<file path="src/rtl/urac_pkg.sv">
`timescale 1ns / 1ps

package urac_pkg;

  // Round-trip echo time per centimetre of range
  localparam logic [15:0] US_PER_CM = 16'd58;

  // Register reset values
  localparam logic [9:0]  RST_FWD_STOP_CM  = 10'd10;
  localparam logic [9:0]  RST_BWD_CLEAR_CM = 10'd15;
  localparam logic [23:0] RST_SETTLE_US    = 24'd1000000;
  localparam logic [9:0]  RST_PULSE_US     = 10'd10;

  // floor(w / 58) as (w * DIV_MUL) >> DIV_SHIFT, exact for w below DIST_SAT_W
  localparam logic [17:0] DIV_MUL    = 18'd144632;
  localparam int          DIV_SHIFT  = 23;
  localparam logic [16:0] DIST_SAT_W = 17'd118784;  // 2048 * 58
  localparam logic [10:0] DIST_MAX   = 11'd2047;

  typedef enum logic [1:0] {
    DRV_NONE = 2'd0,
    DRV_FWD  = 2'd1,
    DRV_REV  = 2'd2,
    DRV_STOP = 2'd3
  } drive_t;

  // Configuration as seen by the ranging core: thresholds already in echo ticks,
  // phase lengths already forced to at least one tick.
  typedef struct packed {
    logic [15:0] fwd_thr;
    logic [15:0] bwd_thr;
    logic [23:0] settle_need;
    logic [9:0]  pulse_need;
  } cfg_t;

  typedef struct packed {
    logic        trigger;
    drive_t      drive;
    logic        arrived;
    logic [10:0] dist_cm;
    logic        dist_valid;
    logic        busy;
  } res_t;

endpackage

</file>
<file path="src/rtl/ultrasonic_range_approach_controller.sv">
`timescale 1ns / 1ps
// A tick accepted into the input register passes through the sequencer into the result register, shown at out_valid.
// Throughput: one tick transaction per clock; only a stalled result register holds the input.
// Timing is set by one pass through the phase sequencer and the width/58 multiply.
// Reset (rst_n low, synchronous): sequencer idle, distance 0, both pipeline stages
// empty, registers back to 10 cm / 15 cm / 1000000 us / 10 us.

module ultrasonic_range_approach_controller #(
  parameter int ECHO_BITS  = 16,
  parameter int TIMER_BITS = 24
) (
  input  logic        clk,
  input  logic        rst_n,
  // tick channel
  input  logic        in_valid,
  output logic        in_stall,
  input  logic [1:0]  in_func,
  input  logic        in_echo_level,
  // result channel
  output logic        out_valid,
  input  logic        out_stall,
  output logic        out_trigger_level,
  output logic [1:0]  out_drive_cmd,
  output logic        out_arrived,
  output logic [10:0] out_distance_cm,
  output logic        out_distance_valid,
  output logic        out_busy_res,
  // register writes
  input  logic        cfg_we,
  input  logic [1:0]  cfg_index,
  input  logic [23:0] cfg_data
);

  urac_pkg::cfg_t cfg;
  urac_pkg::res_t res;
  urac_pkg::res_t out_r;

  logic       s1_valid_r, s1_valid_nxt;
  logic [1:0] s1_func_r;
  logic       s1_echo_r;
  logic       out_valid_r, out_valid_nxt;
  logic       out_free;
  logic       s1_adv;
  logic       in_take;

  // Result register is free when empty or being drained this cycle
  assign out_free = !out_valid_r || !out_stall;
  // Tick in the input register moves through the sequencer into the result register
  assign s1_adv   = s1_valid_r && out_free;
  // Input register only blocks when it is full and cannot move on
  assign in_stall = s1_valid_r && !out_free;
  assign in_take  = in_valid && !in_stall;

  assign s1_valid_nxt  = in_take || (s1_valid_r && !s1_adv);
  assign out_valid_nxt = s1_adv || (out_valid_r && out_stall);

  always_ff @(posedge clk) begin
    if (!rst_n) begin
      s1_valid_r  <= 1'b0;
      out_valid_r <= 1'b0;
    end else begin
      s1_valid_r  <= s1_valid_nxt;
      out_valid_r <= out_valid_nxt;
    end
  end

  // payload registers, no reset
  always_ff @(posedge clk) begin
    if (in_take) begin
      s1_func_r <= in_func;
      s1_echo_r <= in_echo_level;
    end
    if (s1_adv) begin
      out_r <= res;
    end
  end

  urac_cfg u_cfg (
    .clk       (clk),
    .rst_n     (rst_n),
    .cfg_we    (cfg_we),
    .cfg_index (cfg_index),
    .cfg_data  (cfg_data),
    .cfg       (cfg)
  );

  // Sequencer state only moves when a tick transaction passes through
  urac_core #(
    .ECHO_BITS  (ECHO_BITS),
    .TIMER_BITS (TIMER_BITS)
  ) u_core (
    .clk   (clk),
    .rst_n (rst_n),
    .adv   (s1_adv),
    .func  (s1_func_r),
    .echo  (s1_echo_r),
    .cfg   (cfg),
    .res   (res)
  );

  assign out_valid          = out_valid_r;
  assign out_trigger_level  = out_r.trigger;
  assign out_drive_cmd      = out_r.drive;
  assign out_arrived        = out_r.arrived;
  assign out_distance_cm    = out_r.dist_cm;
  assign out_distance_valid = out_r.dist_valid;
  assign out_busy_res       = out_r.busy;

endmodule

</file>
<file path="src/rtl/urac_cfg.sv">
`timescale 1ns / 1ps

module urac_cfg (
  input  logic                clk,
  input  logic                rst_n,
  input  logic                cfg_we,
  input  logic [1:0]          cfg_index,
  input  logic [23:0]         cfg_data,
  output urac_pkg::cfg_t      cfg
);

  typedef enum logic [1:0] {
    REG_FWD_STOP  = 2'd0,
    REG_BWD_CLEAR = 2'd1,
    REG_SETTLE    = 2'd2,
    REG_PULSE     = 2'd3
  } reg_idx_t;

  localparam logic [15:0] RST_FWD_THR =
    16'(urac_pkg::RST_FWD_STOP_CM) * urac_pkg::US_PER_CM;
  localparam logic [15:0] RST_BWD_THR =
    16'(urac_pkg::RST_BWD_CLEAR_CM) * urac_pkg::US_PER_CM;

  urac_pkg::cfg_t cfg_r;
  logic [15:0]    thr_nxt;
  logic [23:0]    settle_nxt;
  logic [9:0]     pulse_nxt;

  // cm -> echo ticks, zero length -> one tick
  assign thr_nxt    = 16'(cfg_data[9:0]) * urac_pkg::US_PER_CM;
  assign settle_nxt = (cfg_data == 24'd0) ? 24'd1 : cfg_data;
  assign pulse_nxt  = (cfg_data[9:0] == 10'd0) ? 10'd1 : cfg_data[9:0];

  always_ff @(posedge clk) begin
    if (!rst_n) begin
      cfg_r.fwd_thr     <= RST_FWD_THR;
      cfg_r.bwd_thr     <= RST_BWD_THR;
      cfg_r.settle_need <= urac_pkg::RST_SETTLE_US;
      cfg_r.pulse_need  <= urac_pkg::RST_PULSE_US;
    end else if (cfg_we) begin
      unique case (reg_idx_t'(cfg_index))
        REG_FWD_STOP:  cfg_r.fwd_thr     <= thr_nxt;
        REG_BWD_CLEAR: cfg_r.bwd_thr     <= thr_nxt;
        REG_SETTLE:    cfg_r.settle_need <= settle_nxt;
        REG_PULSE:     cfg_r.pulse_need  <= pulse_nxt;
        default: ;
      endcase
    end
  end

  assign cfg = cfg_r;

endmodule

</file>
<file path="src/rtl/urac_core.sv">
`timescale 1ns / 1ps

module urac_core #(
  parameter int ECHO_BITS  = 16,
  parameter int TIMER_BITS = 24
) (
  input  logic           clk,
  input  logic           rst_n,
  input  logic           adv,
  input  logic [1:0]     func,
  input  logic           echo,
  input  urac_pkg::cfg_t cfg,
  output urac_pkg::res_t res
);

  typedef enum logic [2:0] {
    PH_IDLE    = 3'd0,
    PH_SETTLE  = 3'd1,
    PH_PULSE   = 3'd2,
    PH_WAIT    = 3'd3,
    PH_MEASURE = 3'd4
  } phase_t;

  localparam logic [1:0] FUNC_FWD = 2'd1;
  localparam logic [1:0] FUNC_BWD = 2'd2;

  localparam int CW  = (TIMER_BITS > 24) ? TIMER_BITS : 24;
  localparam int EXW = (ECHO_BITS > 16) ? ECHO_BITS : 16;
  localparam int DW  = (ECHO_BITS > 17) ? ECHO_BITS : 17;
  localparam logic [TIMER_BITS-1:0] TMAX = {TIMER_BITS{1'b1}};
  localparam logic [ECHO_BITS-1:0]  EMAX = {ECHO_BITS{1'b1}};

  phase_t                phase_r, phase_nxt;
  logic                  bwd_r, bwd_nxt;
  logic [TIMER_BITS-1:0] timer_r, timer_nxt;
  logic [ECHO_BITS-1:0]  echo_w_r, echo_w_nxt;
  logic [10:0]           dist_r, dist_nxt;

  logic [TIMER_BITS-1:0] timer_inc;
  logic                  settle_done, pulse_done;
  logic [ECHO_BITS-1:0]  echo_inc;
  logic [DW-1:0]         w_ext;
  logic [16:0]           w_lo;
  logic [34:0]           prod;
  logic [10:0]           quot;
  logic                  fwd_go, bwd_go;
  urac_pkg::drive_t      drive;
  logic                  arrived, dvalid;

  assign timer_inc   = (timer_r == TMAX) ? timer_r : timer_r + 1'b1;
  assign settle_done = (CW'(timer_inc) >= CW'(cfg.settle_need)) || (timer_inc == TMAX);
  assign pulse_done  = (CW'(timer_inc) >= CW'(cfg.pulse_need)) || (timer_inc == TMAX);
  assign echo_inc    = (echo_w_r == EMAX) ? echo_w_r : echo_w_r + 1'b1;

  // width / 58 by reciprocal, saturating at 2047 cm
  assign w_ext = DW'(echo_w_r);
  assign w_lo  = w_ext[16:0];
  assign prod  = 35'(w_lo) * 35'(urac_pkg::DIV_MUL);
  assign quot  = (w_ext >= DW'(urac_pkg::DIST_SAT_W)) ? urac_pkg::DIST_MAX
                                                       : prod[urac_pkg::DIV_SHIFT +: 11];

  assign fwd_go = EXW'(echo_w_r) > EXW'(cfg.fwd_thr);
  assign bwd_go = EXW'(echo_w_r) < EXW'(cfg.bwd_thr);

  always_comb begin
    phase_nxt  = phase_r;
    bwd_nxt    = bwd_r;
    timer_nxt  = timer_r;
    echo_w_nxt = echo_w_r;
    dist_nxt   = dist_r;
    drive      = urac_pkg::DRV_NONE;
    arrived    = 1'b0;
    dvalid     = 1'b0;
    unique case (phase_r)
      PH_IDLE: begin
        if (func == FUNC_FWD || func == FUNC_BWD) begin
          bwd_nxt   = (func == FUNC_BWD);
          phase_nxt = PH_SETTLE;
          timer_nxt = '0;
        end
      end
      PH_SETTLE: begin
        timer_nxt = timer_inc;
        if (settle_done) begin
          phase_nxt = PH_PULSE;
          timer_nxt = '0;
        end
      end
      PH_PULSE: begin
        timer_nxt = timer_inc;
        if (pulse_done) begin
          phase_nxt = PH_WAIT;
          timer_nxt = '0;
        end
      end
      PH_WAIT: begin
        if (echo) begin
          echo_w_nxt = ECHO_BITS'(1);
          phase_nxt  = PH_MEASURE;
        end
      end
      PH_MEASURE: begin
        if (echo) begin
          echo_w_nxt = echo_inc;
        end else begin
          dist_nxt  = quot;
          dvalid    = 1'b1;
          timer_nxt = '0;
          if (!bwd_r) begin
            if (fwd_go) begin
              drive     = urac_pkg::DRV_FWD;
              phase_nxt = PH_SETTLE;
            end else begin
              drive     = urac_pkg::DRV_STOP;
              arrived   = 1'b1;
              phase_nxt = PH_IDLE;
            end
          end else begin
            if (bwd_go) begin
              drive     = urac_pkg::DRV_REV;
              phase_nxt = PH_SETTLE;
            end else begin
              drive     = urac_pkg::DRV_STOP;
              phase_nxt = PH_IDLE;
            end
          end
        end
      end
      default: phase_nxt = PH_IDLE;
    endcase
  end

  always_ff @(posedge clk) begin
    if (!rst_n) begin
      phase_r  <= PH_IDLE;
      bwd_r    <= 1'b0;
      timer_r  <= '0;
      echo_w_r <= '0;
      dist_r   <= '0;
    end else if (adv) begin
      phase_r  <= phase_nxt;
      bwd_r    <= bwd_nxt;
      timer_r  <= timer_nxt;
      echo_w_r <= echo_w_nxt;
      dist_r   <= dist_nxt;
    end
  end

  always_comb begin
    res.trigger    = (phase_nxt == PH_PULSE);
    res.drive      = drive;
    res.arrived    = arrived;
    res.dist_cm    = dist_nxt;
    res.dist_valid = dvalid;
    res.busy       = (phase_nxt != PH_IDLE);
  end

endmodule

</file>
<file path="config.mk">
export PLATFORM = sky130hd
export DESIGN_NAME = ultrasonic_range_approach_controller
export DESIGN_NICKNAME = d
export VERILOG_FILES = /design/src/rtl/urac_pkg.sv /design/src/rtl/ultrasonic_range_approach_controller.sv /design/src/rtl/urac_cfg.sv /design/src/rtl/urac_core.sv
export SDC_FILE = /design/constraint.sdc
export NUM_CORES = 1
export LEC_CHECK = 0
export ABC_AREA = 0
export ABC_CLOCK_PERIOD_IN_PS = 12000
export BUFFER_PORTS_ARGS = -buffer_cell sky130_fd_sc_hd__buf_2
export CAP_MARGIN = 20
export CORE_MARGIN = 5
export CORE_UTILIZATION = 56
export CTS_CLUSTER_DIAMETER = 30
export CTS_CLUSTER_SIZE = 25
export DETAILED_ROUTE_END_ITERATION = 7
export MAX_ROUTING_LAYER = met4
export PLACE_DENSITY = 0.73
export SETUP_SLACK_MARGIN = 0.02
export SYNTH_ARGS = -nofsm -noshare
export SYNTH_HDL_FRONTEND = slang
export SYNTH_SLANG_ARGS = --single-unit
</file>
<file path="constraint.sdc">
create_clock -name clk -period 12 [get_ports clk]
set_clock_uncertainty 0.15 [all_clocks]
set_input_delay 1.2 -clock clk [delete_from_list [all_inputs] [get_ports clk]]
set_output_delay 1.2 -clock clk [all_outputs]
set_load 0.005 [all_outputs]
</file>
==> results by group, run 1 <==
Route
  • Final WL: approximately 35 mm
  • Wire per inst: between 15 and 20 um
  • DRC Markers: 0
  • Vias per std cell: 5.771
  • First-pass DRT Iterations: 5
  • DRT iter0 DRCs: between 600 and 700
  • Vias: roughly 11,000
  • Routed Antenna Nets: 0

Pwr
  • P per Cell Area: around 85 nW/um2
  • Sw Share: between 30% and 40%
  • NetSw: between 300 and 400 uW
  • Clk pwr share: 41.7%
  • Int Pwr: about 870 uW
  • Leakage: 7.442 nW
  • Sequential share of power: between 40 and 50%
  • Logic pwr share: 18.2%
  • VDD IR-drop max: 0.07549 mV

Clock network
  • Max Buffers Root-to-Sink: 2
  • Clock Latency Late Sink: 430 ps
  • Clock Sinks: roughly 140
  • Setup bufs post-CTS: 0
  • Post-cts resize count: 0
  • CTS Root Cell: clkbuf_16
  • TritonCTS clock tree: built
  • Post-CTS Hold Buffers: 0
  • TritonCTS Buffers: 17
  • CTS clock-pin slew for the worst setup and hold paths: around 70 ps
  • H-tree levels: 4

Worst setup path
  • Worst r2r src: u_core.echo_w_r[13]
  • Critical Path Source Type: register
  • Largest stage delay on the critical path: around 700 ps
  • Critical Path Most Common Cell: fa_1
  • Maximum fanout along the worst path: 10
  • Worst r2r path cells: 20
  • CP Class: register to register
  • Setup crit end: out_distance_cm[10]
  • R2R Setup Slk: ~5600 ps
  • Worst path cell trace: fa_1 > inv_1 > fa_1 > inv_1 > fa_1 > fa_1 > fa_1 > inv_1 > fa_1 > inv_1 > ha_1 > a21o_1 > a21o_1 > a21oi_1 > o21ai_0 > o21ba_2 > o31ai_1 > o41a_1 > xnor2_1 > o21ai_0
  • WP data arrival: 6410 ps
  • Worst path slowest cell: dfxtp_1
  • R2R Path End: out_distance_cm[10]
  • Setup crit end kind: register
  • Critical path startpoint: u_core.echo_w_r[13]
  • WP data required: between 10,000 and 15,000 ps

Worst hold path
  • HP Start: u_cfg.cfg[4]
  • Hold Path Depth: 2
  • Hold Crit Class: register to register

Yosys
  • FF+latch count, synth: between 100 and 150
  • Top cell type's share of synthesized area: between 10% and 20%
  • Number of enable flip-flop cells after synthesis: 20
  • Avg Synthesized Cell Area: between 8 and 9 um2
  • Netlist cell types: 85
  • Yosys warning total: 0
  • Register area share after synthesis: ~22%
  • Mapped Area: between 10,000 and 15,000 um2
  • Syn nets: around 1,900
  • Area leader, netlist: ha_1
  • Most used DFF post-synth: dfxtp_1
  • Top cells by area, synth: ha_1 20%, dfxtp_1 18%, fa_1 14%
  • Cell count after synthesis: about 1,600
  • Asr flop ratio synth: 0%

Layout
  • Diodes inserted: 0
  • Layout cells sized above 1: roughly 7.7%
  • Filler cells: 2,157
  • Most frequent cells in the layout: 247 x inv_1, 218 x ha_1, 152 x nand2_1
  • Post-layout net count: a little under 2,000
  • Commonest non-fill, non-tap cell in the layout: inv_1
  • P&R area growth vs syn: 7.672%

Floorplanning
  • IO Pins: 53
  • Row Count: 57
  • Die ar.: between 20,000 and 30,000 um2
  • Die X: ~170 um
  • Die boundary height: 167.1 um
  • Core Region: roughly 24,000 um2
  • Initial Utilization: a little under three fifths

STA
  • Min Tclk post-route: ~6400 ps
  • Fin crit share: a little over half
  • Actual slew at the worst max-slew pin: 1010 ps
  • Setup TNS: 0 ps
  • Final WS setup: about 5600 ps
  • Max frequency: roughly 160 MHz
  • Final number of hold-violating endpoints: 0
  • RSZ-0062 raised after global routing: no
  • Final Slew Violations: 0
  • Final setup fails: 0
  • Relative slew slack: 32.43%

Placement
  • Detailed placement HPWL: approximately 28 mm
  • Dpl ws: roughly 5700 ps
  • PortBufs: 52
  • Routability cong.: roughly 0.97

Run
  • Max-Cap Viols: 0

Global routing
  • Vias in the first global route: approximately 11,000
  • Largest net degree at the start of global routing: 75
  • Initial antenna violation count: 0
  • First-pass GRT wire length: ~58 mm
  • Congestion Overflow GR: 0
  • Gr usage total: between 20% and 30%

Run status
  • Status: completed
[flip-flops by register name (all words and copies together), names as in the netlist, 2 cells and up]
signal           count
out_distance_cm     11
out_drive_cmd        2
s1_func_r            2
u_cfg.cfg           64
u_core.dist_r       11
u_core.echo_w_r     16
u_core.phase_r       3
u_core.timer_r      24
[worst max-delay path: cells and delay by family (launching register included)]
kind	cells	cell delay, ps
XOR/XNOR	1	170
adder cells (fa/ha/maj)	7	3210
buffers and inverters	4	300
flip-flops	1	700
AO/OA/AOI/OAI	8	1610
[cells by family after synthesis]
family / count (synthesis) / synth area share, %
AO/OA/AOI/OAI: 316 / 15.50
XOR/XNOR: 56 / 3.551
adder cells (fa/ha/maj): 316 / 33.95
buffers and inverters: 308 / 8.596
flip-flops: 141 / 21.88
multiplexers: 3 / 0.2355
AND/OR/NAND/NOR: 445 / 16.29
[synthesized netlist by cell type (all sizes together), types with 4 or more instances]
| cell type | count |
|---|---|
| or4 | 8 |
| nor2 | 87 |
| or2 | 6 |
| nand3 | 60 |
| a22oi | 9 |
| nand4 | 24 |
| or3 | 4 |
| inv | 248 |
| xor2 | 24 |
| a31oi | 11 |
| and2 | 10 |
| nand4b | 6 |
| nor2b | 9 |
| a2111oi | 4 |
| o31a | 4 |
| xnor2 | 32 |
| o31ai | 8 |
| a21o | 30 |
| o21a | 6 |
| a311oi | 5 |
| and4 | 10 |
| nand2b | 8 |
| a32oi | 19 |
| a21oi | 95 |
| clkbuf | 40 |
| dfxtp | 121 |
| nor4 | 5 |
| nor3 | 24 |
| nand2 | 153 |
| nand3b | 5 |
| o211ai | 21 |
| o41ai | 4 |
| fa | 98 |
| and3 | 17 |
| o21bai | 10 |
| o21ai | 43 |
| edfxtp | 20 |
| buf | 19 |
| ha | 218 |
| a211oi | 14 |
[worst min path at each step]
stage | slack [ps] | endpoint
6_report | 310 | u_cfg.cfg[4]
5_1_grt | 320 | u_cfg.cfg[30]
4_1_cts | 300 | u_cfg.cfg[9]
3_5_place_dp | 290 | u_cfg.cfg[9]
3_3_place_gp | 290 | u_cfg.cfg[2]
2_1_floorplan | 280 | u_cfg.cfg[2]
[cell type report]
cell class | instances | area, um2 | share of cell area (%)
multi-input combinational | 1136 | 9603 | 64.57
sequential | 141 | 3023 | 20.32
inverter | 249 | 934.6 | 6.284
clock buffer | 19 | 454.2 | 3.054
tap | 324 | 405.4 | 2.726
timing repair buffer | 62 | 335.3 | 2.255
clock inverter | 13 | 117.6 | 0.7908
[routing by layer]
layer | vias to the layer above | part of all wire (%) | track usage, %
li1 | 5511 | - | -
met1 | 5354 | 49 | 37.85
met2 | 311 | 44 | 38.36
met3 | 43 | 5.5 | 4.053
met4 | 0 | 1.6 | 5.834
met5 | - | 0 | -
[power by group through the flow]
stage	logic [mW]	registers [mW]	clock network (mW)
floorplan	0.173	0.513	0
global placement	0.223	0.516	0
detailed placement	0.228	0.517	0
CTS	0.231	0.506	0.528
global route	0.263	0.508	0.551
finish	0.230	0.507	0.526
[per-stage QoR]
step / power [mW] / util [%] / area (um2) / std cells / hold slack (ps)
2_1_floorplan: 0.6857 / - / 13810 / 1585 / 281.9
3_3_place_gp: 0.7390 / 58.81 / 14300 / 1912 / 289.3
3_5_place_dp: 0.7450 / 58.81 / 14300 / 1912 / 293.9
4_1_cts: 1.265 / 61.16 / 14870 / 1944 / 303.8
5_1_grt: 1.322 / 61.16 / 14870 / 1944 / 324.0
6_report: 1.263 / 61.16 / 14870 / 1944 / 305.2
Note: power is estimated with default switching activity, not from simulation.
==> run 2: changes to the inputs <==
--- a/config.mk
+++ b/config.mk
@@ -6,7 +6,7 @@
 export NUM_CORES = 1
 export LEC_CHECK = 0
 export ABC_AREA = 0
-export ABC_CLOCK_PERIOD_IN_PS = 12000
+export ABC_CLOCK_PERIOD_IN_PS = 6300
 export BUFFER_PORTS_ARGS = -buffer_cell sky130_fd_sc_hd__buf_2
 export CAP_MARGIN = 20
 export CORE_MARGIN = 5
==> constraint.sdc (replaced) <==
create_clock -name clk -period 6.3 [get_ports clk]
set_clock_uncertainty 0.15 [all_clocks]
set_input_delay 0.63 -clock clk [delete_from_list [all_inputs] [get_ports clk]]
set_output_delay 0.63 -clock clk [all_outputs]
set_load 0.005 [all_outputs]
==> results by group, run 2 (synthesis results as in run 1) <==
Run status
  • Status: completed

Layout
  • Finished layout cell area: around 15,000 um2
  • Most frequent cells in the layout: 247 x inv_1, 218 x ha_1, 152 x nand2_1
  • P&R area growth vs syn: 9.266%
  • Filler cells: 2,110
  • Layout cells sized above 1: around 9.2%
  • Post-layout util: about 62%
  • Post-layout net count: 1,976
  • Commonest non-fill, non-tap cell in the layout: inv_1
  • Diodes inserted: 0
  • Layout Cells excl Fill: roughly 2,000
  • Max reg flops: 64

Route
  • DR WL met3: 2.009 mm
  • DRT iter0 DRCs: between 1,000 and 1,500
  • Highest metal used: met4
  • Routed Antenna Nets: 0
  • M1 wire length: ~17 mm
  • Final WL: 35.54 mm
  • First-pass DRT Iterations: 6
  • Vias per std cell: between 5 and 6
  • Routed wl met2: between 15 and 20 mm
  • Vias: ~11,000
  • DRC Markers: 0
  • Wire per inst: around 18 um

Floorplanning
  • IO Pins: 53
  • Die ar.: about 28,000 um2
  • Die boundary height: between 150 and 200 um
  • Row Count: 57
  • Core Region: between 20,000 and 25,000 um2
  • Die X: between 150 and 200 um
  • Initial Utilization: a little under three fifths

STA
  • Max frequency: ~160 MHz
  • RSZ-0062 raised after global routing: no
  • Fin crit share: around 96%
  • Min Tclk post-route: a little over 6000 ps
  • Final setup fails: 0
  • Relative slew slack: 31.37%
  • Setup TNS: 0 ps
  • Final Slew Violations: 0
  • Final number of hold-violating endpoints: 0
  • Actual slew at the worst max-slew pin: approximately 1000 ps

Pwr
  • Sequential share of power: around 39%
  • Int Pwr: 1.715 mW
  • Leakage: about 7.6 nW
  • Total power: 2.480 mW
  • Logic pwr share: approximately 18%
  • P per Cell Area: between 150 and 200 nW/um2
  • Sw Share: 30.84%
  • VDD IR-drop max: 0.1598 mV
  • Clk pwr share: roughly 43%
  • NetSw: between 700 and 800 uW

Clock network
  • TritonCTS Buffers: 17
  • CTS clock-pin slew for the worst setup and hold paths: 70 ps
  • Max Buffers Root-to-Sink: 2
  • TritonCTS clock tree: built
  • Clock Sinks: ~140
  • H-tree levels: 4
  • Clock Latency Late Sink: 440 ps
  • CTS Root Cell: clkbuf_16

Worst setup path
  • WP data arrival: slightly above 6000 ps
  • CP Class: register to register
  • WP data required: 6340 ps
  • Largest stage delay on the critical path: approximately 550 ps
  • Critical Path Source Type: register
  • Critical Path Most Common Cell: fa_1
  • Maximum fanout along the worst path: 4
  • Worst path slowest cell: fa_1
  • WP buf/inv: 4
  • R2R Setup Slk: 230 ps
  • Worst path cell trace: fa_1 > inv_1 > fa_1 > inv_1 > fa_1 > fa_1 > fa_1 > inv_1 > fa_1 > inv_1 > ha_1 > a21o_1 > a21o_1 > a21oi_2 > o21ai_2 > o21ba_4 > o31ai_1 > o41a_1 > xnor2_1 > o21ai_1
  • Delay-heaviest family, CP: adder cells
  • R2R Path End: out_distance_cm[10]
  • Worst r2r path cells: 20
  • Worst r2r src: u_core.echo_w_r[13]
  • Setup crit end kind: register

Placement
  • Dpl cell area: 14,430 um2
  • PortBufs: between 50 and 60
  • Routability cong.: slightly below 1
  • Detailed placement HPWL: approximately 28 mm
  • DP Cell Count: slightly below 2,000

Global routing
  • Vias in the first global route: around 11,000
  • First-pass GRT wire length: about 59 mm
  • Initial antenna violation count: 0
  • Largest net degree at the start of global routing: 64
  • Congestion Overflow GR: 0
  • Gr usage total: about a quarter

Worst hold path
  • Hold Path End: s1_echo_r
  • Hold Path Depth: 1
  • HP Start: in_echo_level
  • Hold Crit Class: input pin to register

Run
  • Max-Cap Viols: 0
==> run 2: final cells by class <==
class | count | area [um2] | area share [%]
Multi-Input combinational cell | 1136 | 9617 | 63.72
Sequential cell | 141 | 3029 | 20.07
Inverter | 249 | 934.6 | 6.192
Timing Repair Buffer | 81 | 478.0 | 3.167
Clock buffer | 18 | 450.4 | 2.984
Tap cell | 324 | 405.4 | 2.686
Clock inverter | 14 | 178.9 | 1.185
==> run 2: what timing repair did <==
action                     4_1_cts  5_1_grt
hold buffers                     0        0
resized for setup                0       10
setup buffers                    0        2
hold endpoints to repair         0        0
setup endpoints to repair        0        3
==> run 2: through the flow <==
stage	setup slack, ps	hold slack [ps]
4_1_cts	168.3	197.4
2_1_floorplan	473.2	281.9
5_1_grt	25.76	202.2
3_5_place_dp	230.8	294.5
3_3_place_gp	313.4	290.6
6_report	232.7	208.6
==> run 2: metal layers <==
metal	GRT usage [%]	vias up
met4	5.372	0
met2	41.48	333
li1	-	5536
met1	36.93	5491
met3	4.172	32
met5	-	-
==> run 2: worst max-delay path by stage <==
stage,startpoint,end,cells past startpoint
floorplan,u_core.echo_w_r[13],out_distance_cm[10],20
global placement,u_core.echo_w_r[11],out_distance_cm[10],20
detailed placement,u_core.echo_w_r[14],out_distance_cm[10],20
CTS,u_core.echo_w_r[14],out_distance_cm[10],20
global route,u_core.echo_w_r[13],out_distance_cm[10],20
finish,u_core.echo_w_r[13],out_distance_cm[10],20
==> run 2: power by group through the flow <==
stage | Combinational [mW] | Clock (mW) | Sequential (mW)
after floorplan | 0.329 | 0 | 0.978
after global placement | 0.427 | 0 | 0.983
after detailed placement | 0.436 | 0 | 0.985
after CTS | 0.441 | 1.09 | 0.964
after global routing | 0.508 | 1.13 | 0.969
final | 0.439 | 1.08 | 0.964
